[config.mk]
export PLATFORM = sky130hd
export DESIGN_NAME = soil_watering_scheduler_core
export DESIGN_NICKNAME = d
export VERILOG_FILES = /design/src/hdl/swsch_pkg.sv /design/src/hdl/swsch_ctrl.sv /design/src/hdl/swsch_dp.sv /design/src/hdl/soil_watering_scheduler_core.sv
export SDC_FILE = /design/constraint.sdc
export NUM_CORES = 1
export LEC_CHECK = 0
export BUFFER_PORTS_ARGS = -buffer_cell sky130_fd_sc_hd__buf_2
export CAP_MARGIN = 20
export CORE_MARGIN = 5
export CORE_UTILIZATION = 65
export CTS_BUF_LIST = sky130_fd_sc_hd__clkbuf_4 sky130_fd_sc_hd__clkbuf_8
export CTS_CLUSTER_DIAMETER = 30
export DETAILED_ROUTE_END_ITERATION = 16
export PLACE_DENSITY = 0.83
export SETUP_SLACK_MARGIN = 0.05
export SLEW_MARGIN = 20
export SYNTH_ARGS = -nofsm -noshare
export SYNTH_HDL_FRONTEND = slang
export SYNTH_SLANG_ARGS = --single-unit
[constraint.sdc]
create_clock -name clk_i -period 5.8 [get_ports clk_i]
set_input_delay 0.58 -clock clk_i [delete_from_list [all_inputs] [get_ports clk_i]]
set_output_delay 0.58 -clock clk_i [all_outputs]
set_load 0.02 [all_outputs]
[src/hdl/swsch_pkg.sv]
// shared types and constants of the soil watering scheduler
`default_nettype none

package swsch_pkg;

  // configuration register indexes
  typedef enum logic [2:0] {
    CFG_MOISTURE_TARGET = 3'd0,
    CFG_INTERVAL_DAYS   = 3'd1,
    CFG_WATER_VOLUME_ML = 3'd2,
    CFG_DRY_LEVEL       = 3'd3,
    CFG_WET_LEVEL       = 3'd4,
    CFG_LIGHT_LIMIT     = 3'd5
  } cfg_idx_e;

  localparam int unsigned CfgIdxW  = 3;
  localparam int unsigned CfgDataW = 12;
  localparam int unsigned FieldW   = 12;
  localparam int unsigned InDataW  = 24;
  localparam int unsigned OutDataW = 48;

  // clock and calendar
  localparam int unsigned MinutesPerHour = 60;
  localparam int unsigned HoursPerDay    = 24;
  localparam int unsigned DayMinutes     = 1440;
  localparam int unsigned DayFirstHour   = 7;
  localparam int unsigned DayEndHour     = 19;

  // light accumulation
  localparam int unsigned MaxLightSamples = 15;

  // moisture scale
  localparam int unsigned FullPercent = 100;
  localparam int unsigned QuotientW   = 7;

  // pump time: (ml*1000 + 35) / 70 equals (100*ml + 3) / 7,
  // the division by 7 done as a multiply by ceil(2^19 / 7) and a shift
  localparam int unsigned PumpScale  = 100;
  localparam int unsigned PumpOffset = 3;
  localparam int unsigned PumpRecip  = 74899;
  localparam int unsigned PumpShift  = 19;

  // commands from the controller to the datapath
  typedef struct packed {
    logic load_in;   // capture an input transaction
    logic prep;      // moisture class, product, light handling
    logic mul;       // pump product and divider start
    logic div_step;  // one quotient bit
    logic decide;    // watering decision and clock advance
    logic load_out;  // move the result into the output register
  } cmd_t;

  // status from the datapath to the controller
  typedef struct packed {
    logic div_last;  // the current divider step is the final one
  } sts_t;

  // one result, first field in the highest bits
  typedef struct packed {
    logic [5:0]  minute_now;
    logic [4:0]  hour_now;
    logic        low_light_alarm;
    logic [14:0] minutes_left;
    logic [12:0] pump_ms;
    logic        water_now;
    logic [6:0]  moisture_percent;
  } res_t;

endpackage

`default_nettype wire

[src/hdl/swsch_ctrl.sv]
// sequencing state machine and output handshake of the watering scheduler
`default_nettype none

module swsch_ctrl (
  input  wire logic          clk_i,
  input  wire logic          rst_ni,
  input  wire logic          s_axis_tvalid,
  output logic               s_axis_tready,
  output logic               m_axis_tvalid,
  input  wire logic          m_axis_tready,
  input  wire swsch_pkg::sts_t sts_i,
  output swsch_pkg::cmd_t    cmd_o
);
  import swsch_pkg::*;

  typedef enum logic [2:0] {
    ST_IDLE,
    ST_PREP,
    ST_MUL,
    ST_DIV,
    ST_DECIDE,
    ST_OUT
  } state_e;

  state_e state_q;
  logic   out_valid_q;
  logic   out_valid_d;
  logic   out_free;

  assign s_axis_tready = (state_q == ST_IDLE);
  assign m_axis_tvalid = out_valid_q;
  assign out_free      = !out_valid_q || m_axis_tready;

  // command decode
  always_comb begin
    cmd_o          = '0;
    cmd_o.load_in  = (state_q == ST_IDLE) && s_axis_tvalid;
    cmd_o.prep     = (state_q == ST_PREP);
    cmd_o.mul      = (state_q == ST_MUL);
    cmd_o.div_step = (state_q == ST_DIV);
    cmd_o.decide   = (state_q == ST_DECIDE);
    cmd_o.load_out = (state_q == ST_OUT) && out_free;
  end

  // output valid: raised when a result is loaded, dropped when it is taken
  always_comb begin
    out_valid_d = out_valid_q;
    if (m_axis_tready) begin
      out_valid_d = 1'b0;
    end
    if (cmd_o.load_out) begin
      out_valid_d = 1'b1;
    end
  end

  // state and output valid
  always_ff @(posedge clk_i or negedge rst_ni) begin
    if (!rst_ni) begin
      state_q     <= ST_IDLE;
      out_valid_q <= 1'b0;
    end else begin
      out_valid_q <= out_valid_d;
      unique case (state_q)
        ST_IDLE: begin
          if (s_axis_tvalid) begin
            state_q <= ST_PREP;
          end
        end
        ST_PREP:   state_q <= ST_MUL;
        ST_MUL:    state_q <= ST_DIV;
        ST_DIV: begin
          if (sts_i.div_last) begin
            state_q <= ST_DECIDE;
          end
        end
        ST_DECIDE: state_q <= ST_OUT;
        ST_OUT: begin
          if (out_free) begin
            state_q <= ST_IDLE;
          end
        end
        default:   state_q <= ST_IDLE;
      endcase
    end
  end

endmodule

`default_nettype wire

[src/hdl/swsch_dp.sv]
// datapath of the watering scheduler: settings, clock, light, divider, decision
`default_nettype none

module swsch_dp #(
  parameter int unsigned TICK_MINUTES = 90,
  parameter int unsigned SAMPLE_BITS  = 12
) (
  input  wire logic                          clk_i,
  input  wire logic                          rst_ni,
  input  wire logic                          cfg_we_i,
  input  wire logic [swsch_pkg::CfgIdxW-1:0]  cfg_idx_i,
  input  wire logic [swsch_pkg::CfgDataW-1:0] cfg_data_i,
  input  wire logic [swsch_pkg::InDataW-1:0]  in_data_i,
  input  wire swsch_pkg::cmd_t               cmd_i,
  output swsch_pkg::sts_t                    sts_o,
  output swsch_pkg::res_t                    out_o
);
  import swsch_pkg::*;

  localparam int unsigned MaskBits   = (SAMPLE_BITS < FieldW) ? SAMPLE_BITS : FieldW;
  localparam logic [FieldW-1:0] SampleMask = FieldW'((32'd1 << MaskBits) - 32'd1);
  localparam int unsigned TickHours  = TICK_MINUTES / MinutesPerHour;
  localparam int unsigned TickMins   = TICK_MINUTES % MinutesPerHour;
  localparam int unsigned NumW       = 19;

  // settings
  logic [6:0]  target_q;
  logic [3:0]  interval_q;
  logic [8:0]  volume_q;
  logic [11:0] dry_q;
  logic [11:0] wet_q;
  logic [11:0] limit_q;

  // block state
  logic [4:0]  hour_q;
  logic [5:0]  minute_q;
  logic [15:0] elapsed_q;
  logic [15:0] light_total_q;
  logic [3:0]  light_cnt_q;

  // per transaction working registers
  logic [11:0]     soil_q;
  logic [11:0]     light_q;
  logic            cls_zero_q;
  logic            cls_full_q;
  logic [NumW-1:0] num_q;
  logic [11:0]     den_q;
  logic            alarm_q;
  logic [15:0]     pump_m_q;
  logic [14:0]     needed_q;
  logic [32:0]     pump_prod_q;
  logic [NumW-1:0] rem_q;
  logic [NumW-1:0] dsh_q;
  logic [QuotientW-1:0] quo_q;
  logic [2:0]      div_cnt_q;
  res_t            res_q;
  res_t            out_q;

  // settings write decoder
  always_ff @(posedge clk_i or negedge rst_ni) begin
    if (!rst_ni) begin
      target_q   <= 7'd0;
      interval_q <= 4'd1;
      volume_q   <= 9'd50;
      dry_q      <= 12'd4089;
      wet_q      <= 12'd1858;
      limit_q    <= 12'd704;
    end else if (cfg_we_i) begin
      unique case (cfg_idx_i)
        CFG_MOISTURE_TARGET: target_q   <= cfg_data_i[6:0];
        CFG_INTERVAL_DAYS:   interval_q <= cfg_data_i[3:0];
        CFG_WATER_VOLUME_ML: volume_q   <= cfg_data_i[8:0];
        CFG_DRY_LEVEL:       dry_q      <= cfg_data_i;
        CFG_WET_LEVEL:       wet_q      <= cfg_data_i;
        CFG_LIGHT_LIMIT:     limit_q    <= cfg_data_i;
        default: ;
      endcase
    end
  end

  // light handling
  logic        is_day;
  logic [16:0] light_acc;
  logic [15:0] limit_scaled;
  assign is_day       = (hour_q >= 5'(DayFirstHour)) && (hour_q < 5'(DayEndHour));
  assign light_acc    = {1'b0, light_total_q} + {5'd0, light_q};
  assign limit_scaled = {4'd0, limit_q} * {12'd0, light_cnt_q};

  // divider trial subtraction
  logic            div_ge;
  logic [NumW-1:0] div_diff;
  assign div_ge   = (rem_q >= dsh_q);
  assign div_diff = rem_q - dsh_q;
  assign sts_o.div_last = (div_cnt_q == 3'd0);

  // watering decision
  logic [6:0]  moist;
  logic        dry_soil;
  logic        allowed;
  logic        water;
  logic [16:0] elapsed_base;
  logic [16:0] elapsed_sum;
  assign moist        = cls_zero_q ? 7'd0 : (cls_full_q ? 7'(FullPercent) : quo_q);
  assign dry_soil     = (moist < target_q);
  assign allowed      = (elapsed_q >= {1'b0, needed_q});
  assign water        = dry_soil && allowed;
  assign elapsed_base = water ? 17'd0 : {1'b0, elapsed_q};
  assign elapsed_sum  = elapsed_base + 17'(TICK_MINUTES);

  // clock advance
  logic [6:0] min_sum;
  logic       min_carry;
  logic [5:0] hour_sum;
  assign min_sum   = {1'b0, minute_q} + 7'(TickMins);
  assign min_carry = (min_sum >= 7'(MinutesPerHour));
  assign hour_sum  = {1'b0, hour_q} + 6'(TickHours) + {5'd0, min_carry};

  // block state update
  always_ff @(posedge clk_i or negedge rst_ni) begin
    if (!rst_ni) begin
      hour_q        <= 5'd18;
      minute_q      <= 6'd40;
      elapsed_q     <= 16'd0;
      light_total_q <= 16'd0;
      light_cnt_q   <= 4'd0;
    end else begin
      if (cmd_i.prep) begin
        if (is_day) begin
          if (light_cnt_q < 4'(MaxLightSamples)) begin
            light_total_q <= light_acc[16] ? 16'hFFFF : light_acc[15:0];
            light_cnt_q   <= light_cnt_q + 4'd1;
          end
        end else begin
          light_total_q <= 16'd0;
          light_cnt_q   <= 4'd0;
        end
      end
      if (cmd_i.decide) begin
        elapsed_q <= elapsed_sum[16] ? 16'hFFFF : elapsed_sum[15:0];
        minute_q  <= min_carry ? 6'(min_sum - 7'(MinutesPerHour)) : min_sum[5:0];
        hour_q    <= (hour_sum >= 6'(HoursPerDay)) ? 5'(hour_sum - 6'(HoursPerDay))
                                                   : hour_sum[4:0];
      end
    end
  end

  // working registers and output register
  always_ff @(posedge clk_i) begin
    if (cmd_i.load_in) begin
      soil_q  <= in_data_i[11:0] & SampleMask;
      light_q <= in_data_i[23:12] & SampleMask;
    end
    if (cmd_i.prep) begin
      cls_zero_q <= (soil_q >= dry_q);
      cls_full_q <= (soil_q <= wet_q);
      num_q      <= NumW'(dry_q - soil_q) * NumW'(FullPercent);
      den_q      <= dry_q - wet_q;
      alarm_q    <= !is_day && (light_cnt_q != 4'd0) && (light_total_q <= limit_scaled);
      pump_m_q   <= 16'(volume_q) * 16'(PumpScale) + 16'(PumpOffset);
      needed_q   <= 15'(interval_q) * 15'(DayMinutes);
    end
    if (cmd_i.mul) begin
      pump_prod_q <= 33'(pump_m_q) * 33'(PumpRecip);
      rem_q       <= num_q;
      dsh_q       <= NumW'({den_q, 6'd0});
      quo_q       <= '0;
      div_cnt_q   <= 3'(QuotientW - 1);
    end
    // one restoring step per cycle, quotient below 100
    if (cmd_i.div_step) begin
      if (div_ge) begin
        rem_q <= div_diff;
      end
      quo_q     <= {quo_q[QuotientW-2:0], div_ge};
      dsh_q     <= dsh_q >> 1;
      div_cnt_q <= div_cnt_q - 3'd1;
    end
    if (cmd_i.decide) begin
      res_q.moisture_percent <= moist;
      res_q.water_now        <= water;
      res_q.pump_ms          <= water ? pump_prod_q[PumpShift+12:PumpShift] : 13'd0;
      res_q.minutes_left     <= (dry_soil && !allowed) ? (needed_q - elapsed_q[14:0])
                                                       : 15'd0;
      res_q.low_light_alarm  <= alarm_q;
      res_q.hour_now         <= hour_q;
      res_q.minute_now       <= minute_q;
    end
    if (cmd_i.load_out) begin
      out_q <= res_q;
    end
  end

  assign out_o = out_q;

endmodule

`default_nettype wire

[src/hdl/soil_watering_scheduler_core.sv]
// top level of the soil watering scheduler
// sequence: an accepted wake-up passes the prep, multiply, divide, decide and output states;
//   the next one is taken only once the result is loaded, the pace set by the controller with its
//   seven-step restoring divider for the moisture percentage
// a finished result waits in the output register while the next wake-up is taken
// reset: asynchronous active low; settings, clock (18:40) and counters return to defaults
`default_nettype none

module soil_watering_scheduler_core #(
  parameter int unsigned TICK_MINUTES = 90,
  parameter int unsigned SAMPLE_BITS  = 12
) (
  input  wire logic                           clk_i,
  input  wire logic                           rst_ni,
  // settings write port
  input  wire logic                           cfg_we_i,
  input  wire logic [swsch_pkg::CfgIdxW-1:0]  cfg_idx_i,
  input  wire logic [swsch_pkg::CfgDataW-1:0] cfg_data_i,
  // wake-up input
  input  wire logic                           s_axis_tvalid,
  output logic                                s_axis_tready,
  input  wire logic [swsch_pkg::InDataW-1:0]  s_axis_tdata,  // soil_sample, light_sample
  // result output
  output logic                                m_axis_tvalid,
  input  wire logic                           m_axis_tready,
  // moisture_percent, water_now, pump_ms, minutes_left, low_light_alarm,
  // hour_now, minute_now
  output logic [swsch_pkg::OutDataW-1:0]      m_axis_tdata
);
  import swsch_pkg::*;

  cmd_t cmd;
  sts_t sts;
  res_t out;

  swsch_ctrl u_ctrl (
    .clk_i         (clk_i),
    .rst_ni        (rst_ni),
    .s_axis_tvalid (s_axis_tvalid),
    .s_axis_tready (s_axis_tready),
    .m_axis_tvalid (m_axis_tvalid),
    .m_axis_tready (m_axis_tready),
    .sts_i         (sts),
    .cmd_o         (cmd)
  );

  swsch_dp #(
    .TICK_MINUTES (TICK_MINUTES),
    .SAMPLE_BITS  (SAMPLE_BITS)
  ) u_dp (
    .clk_i      (clk_i),
    .rst_ni     (rst_ni),
    .cfg_we_i   (cfg_we_i),
    .cfg_idx_i  (cfg_idx_i),
    .cfg_data_i (cfg_data_i),
    .in_data_i  (s_axis_tdata),
    .cmd_i      (cmd),
    .sts_o      (sts),
    .out_o      (out)
  );

  assign m_axis_tdata = out;

endmodule

`default_nettype wire

==> impl_metrics.toml <==
[status]
outcome = "complete, no violations"

[detailed_routing]
routed_wl_microns = 47800
vias = 16300
final_antenna_net_count = 0
drt_pass1_iterations = 5
drt-vias-per-instance = 5.73
wire_per_inst_microns = 16.8
remaining_drc_errors = 0
detail_route.iter0.violations = 965

[setup_path]
path_buf_inv = 2
r2r_cells = 18
cp_common_cell = "fa_1"
cp_top_family = "adder cells"
cpMaxStageDelayCell = "fa_1"
cp_max_fo = 4
critPathKind = "reg2reg"
path_depth = 18
max_stage_delay_ps = 560
startpoint_type = "flop"
crit_path_cell_trace = "ha_1, ha_1, or2_2, fa_1, inv_1, fa_1, inv_1, fa_1, fa_1, ha_1, a21oi_2, nand2_1, a221oi_4, o22ai_2, nor4_4, o31ai_2, a211oi_1, nor2_1"
end_kind = "flop"
cp.required_ps = 6140
worst_ep_arrival_time_ps = 5930

[global_routing]
grt_pass1_wl_microns = 80800
antenna_found_initial = 0
track_usage_pct = 24.7
grt_max_degree = 73
grt_pass1_vias = 17000
overflow = 0

[floorplanning]
die_y_microns = 199
core_area_sq_um = 35500
io_pins = 94
die_w_microns = 199
die_area_sq_um = 39700
start_util_pct = 65.7
num_rows = 69

[final_layout]
nNetsFinal = 2783
design_area_sq_um = 26100
n_antenna_cell = 0
area_growth_pct = 12.0
finalNonFillerCells = 2850
drive_above_1_share_pct = 14.7

[sta]
holdWs_ps = 97.8
rsz0062_at_grt = "true"
min_period_ps = 5590
fin_crit_sh_pct = 96.4
drv_slew = 0
fmaxAchievable_mhz = 179
slew_headroom_pct = 34.3
hold_viol_final = 0
worstMarginPinSlew_ps = 982
setup_viol = 0
skew_ps = 38.9
fin_setup_tns_ps = 0

[synthesis]
synth_nets = 2636
ys_types = 92
yosysWarnings = 0
async_flop_share_pct = 31.2
synth.avg_cell_area_sq_um = 10.7
synth_enable_flop_cells = 215
synth_cells = 2178
netlist_area_sq_um = 23300
synth_seq_area_share_pct = 40.9
synth-seq-cells = 340
synthFlopType = "edfxtp_1"

[clock_network]
cts_tree = "yes"
cts_buffer_depth = 3
clock-sinks = 340
clock_latency_ps = 630
path_clk_slew_ps = 60
cts_made_buffers = 76
cts_root_buffer = "clkbuf_8"
cts-hold-fix-buffers = 0
ctsHtreeMaxLevel = 3

[job]
drv_cap = 0

[place]
post-place-cells = 2703
dpl.hpwl_microns = 35700
place_area_sq_um = 24300
gp_congestion = 0.885
port_buffers = 92

[min_path]
min-delay-path-class = "in2async"
metrics by stage:
step	utilization, %	setup WS [ps]
4_1_cts	73.3	55.9
2_1_floorplan	-	586
3_5_place_dp	68.5	181
5_1_grt	73.6	5.19
6_report	73.6	208
3_3_place_gp	68.5	343
flip-flops by register name, summed over array words and instances (netlist names), 13 cells and up:
| register | flops |
|---|---|
| u_dp.dsh_q | 18 |
| u_dp.num_q | 17 |
| u_dp.out_o | 47 |
| u_dp.res_q | 47 |
| u_dp.pump_m_q | 14 |
| u_dp.pump_prod_q | 13 |
| u_dp.rem_q | 19 |
| u_dp.elapsed_q | 16 |
| u_dp.light_total_q | 16 |
layout make-up:
type	count	area (sq um)
Multi-Input combinational cell	1492	12500
Inverter	305	1140
Sequential cell	340	9520
Tap cell	461	577
Timing Repair Buffer	110	598
Fill cell	2376	9380
Clock inverter	41	438
Clock buffer	101	1280
layout by cell type, fill, tap and decap left out, drive strengths merged, types with 28 or more instances in the layout:
cell	synthesis	final
xnor2	67	67
a21o	37	37
clkbuf	29	101
dfrtp	80	80
buf	12	110
nor2	115	115
nand2	150	150
o21ai	126	126
inv	304	313
edfxtp	215	215
and2	53	53
nor2b	28	28
mux2	35	35
a21oi	108	108
xor2	36	36
fa	84	84
nor3	33	33
ha	330	330
path summary, 6_finish.rpt:
check                                                  from                                  to  slack (ps)
worst max register to register  u_dp.pump_m_q[15]$_DFFE_PP_      u_dp.pump_prod_q[28]$_DFFE_PP_         210
worst min register to register     u_dp.res_q[40]$_DFFE_PP_            u_dp.out_o[40]$_DFFE_PP_         420
min in group clk_i                         s_axis_tdata[12]           u_dp.light_q[0]$_DFFE_PP_         120
worst min-delay path                                 rst_ni  u_dp.light_total_q[10]$_DFFE_PN0P_         100
worst max-delay path            u_dp.pump_m_q[15]$_DFFE_PP_      u_dp.pump_prod_q[28]$_DFFE_PP_         210
max in group asynchronous                            rst_ni          u_dp.hour_q[4]$_DFFE_PN1P_        4630
kinds of logic after synthesis:
group           Yosys count  synth area share (%)
compound gates          420                  11.6
xor+xnor                103                  3.87
fa+ha+maj               414                  24.9
buf+inv                 346                  5.69
flops                   340                  40.9
mux                      52                  2.42
other cells               1                0.0161
simple gates            502                  10.6
cell usage after synthesis, types with 9 or more instances:
cell type | instances | area [sq um]
nand2b_1 | 19 | 119
a21oi_1 | 106 | 531
o21ai_0 | 122 | 611
o21a_1 | 13 | 97.6
and2_1 | 53 | 332
xnor2_1 | 67 | 587
ha_1 | 330 | 4130
dfstp_2 | 26 | 683
a21o_1 | 37 | 278
o31ai_1 | 9 | 67.6
a211oi_1 | 20 | 150
edfxtp_1 | 215 | 6460
mux2_2 | 35 | 394
nand3_1 | 27 | 135
nor2_1 | 114 | 428
mux2i_1 | 17 | 170
dfrtp_1 | 80 | 2000
nor2b_1 | 28 | 175
inv_1 | 303 | 1140
nand4_1 | 17 | 106
fa_1 | 84 | 1680
dfxtp_1 | 19 | 380
nand2_1 | 150 | 563
a31oi_1 | 12 | 75.1
o21bai_1 | 15 | 113
xor2_1 | 36 | 315
or3_1 | 14 | 87.6
nor3_1 | 31 | 155
and3_1 | 11 | 68.8
clkbuf_1 | 28 | 105
metal layers:
layer  wire length, microns  global-route usage (%)
met4                   1100                    7.55
met3                   2700                    4.40
met5                      0                       0
met2                  23400                    42.9
met1                  20700                    32.0
timing repair:
item,4_1_cts,5_1_grt
resized for setup,0,5
buffers inserted,0,5
endpoints found under the setup margin,0,8
Power is not shown: default switching activity piles up to over one toggle a cycle in this logic, so the estimate is an artifact.
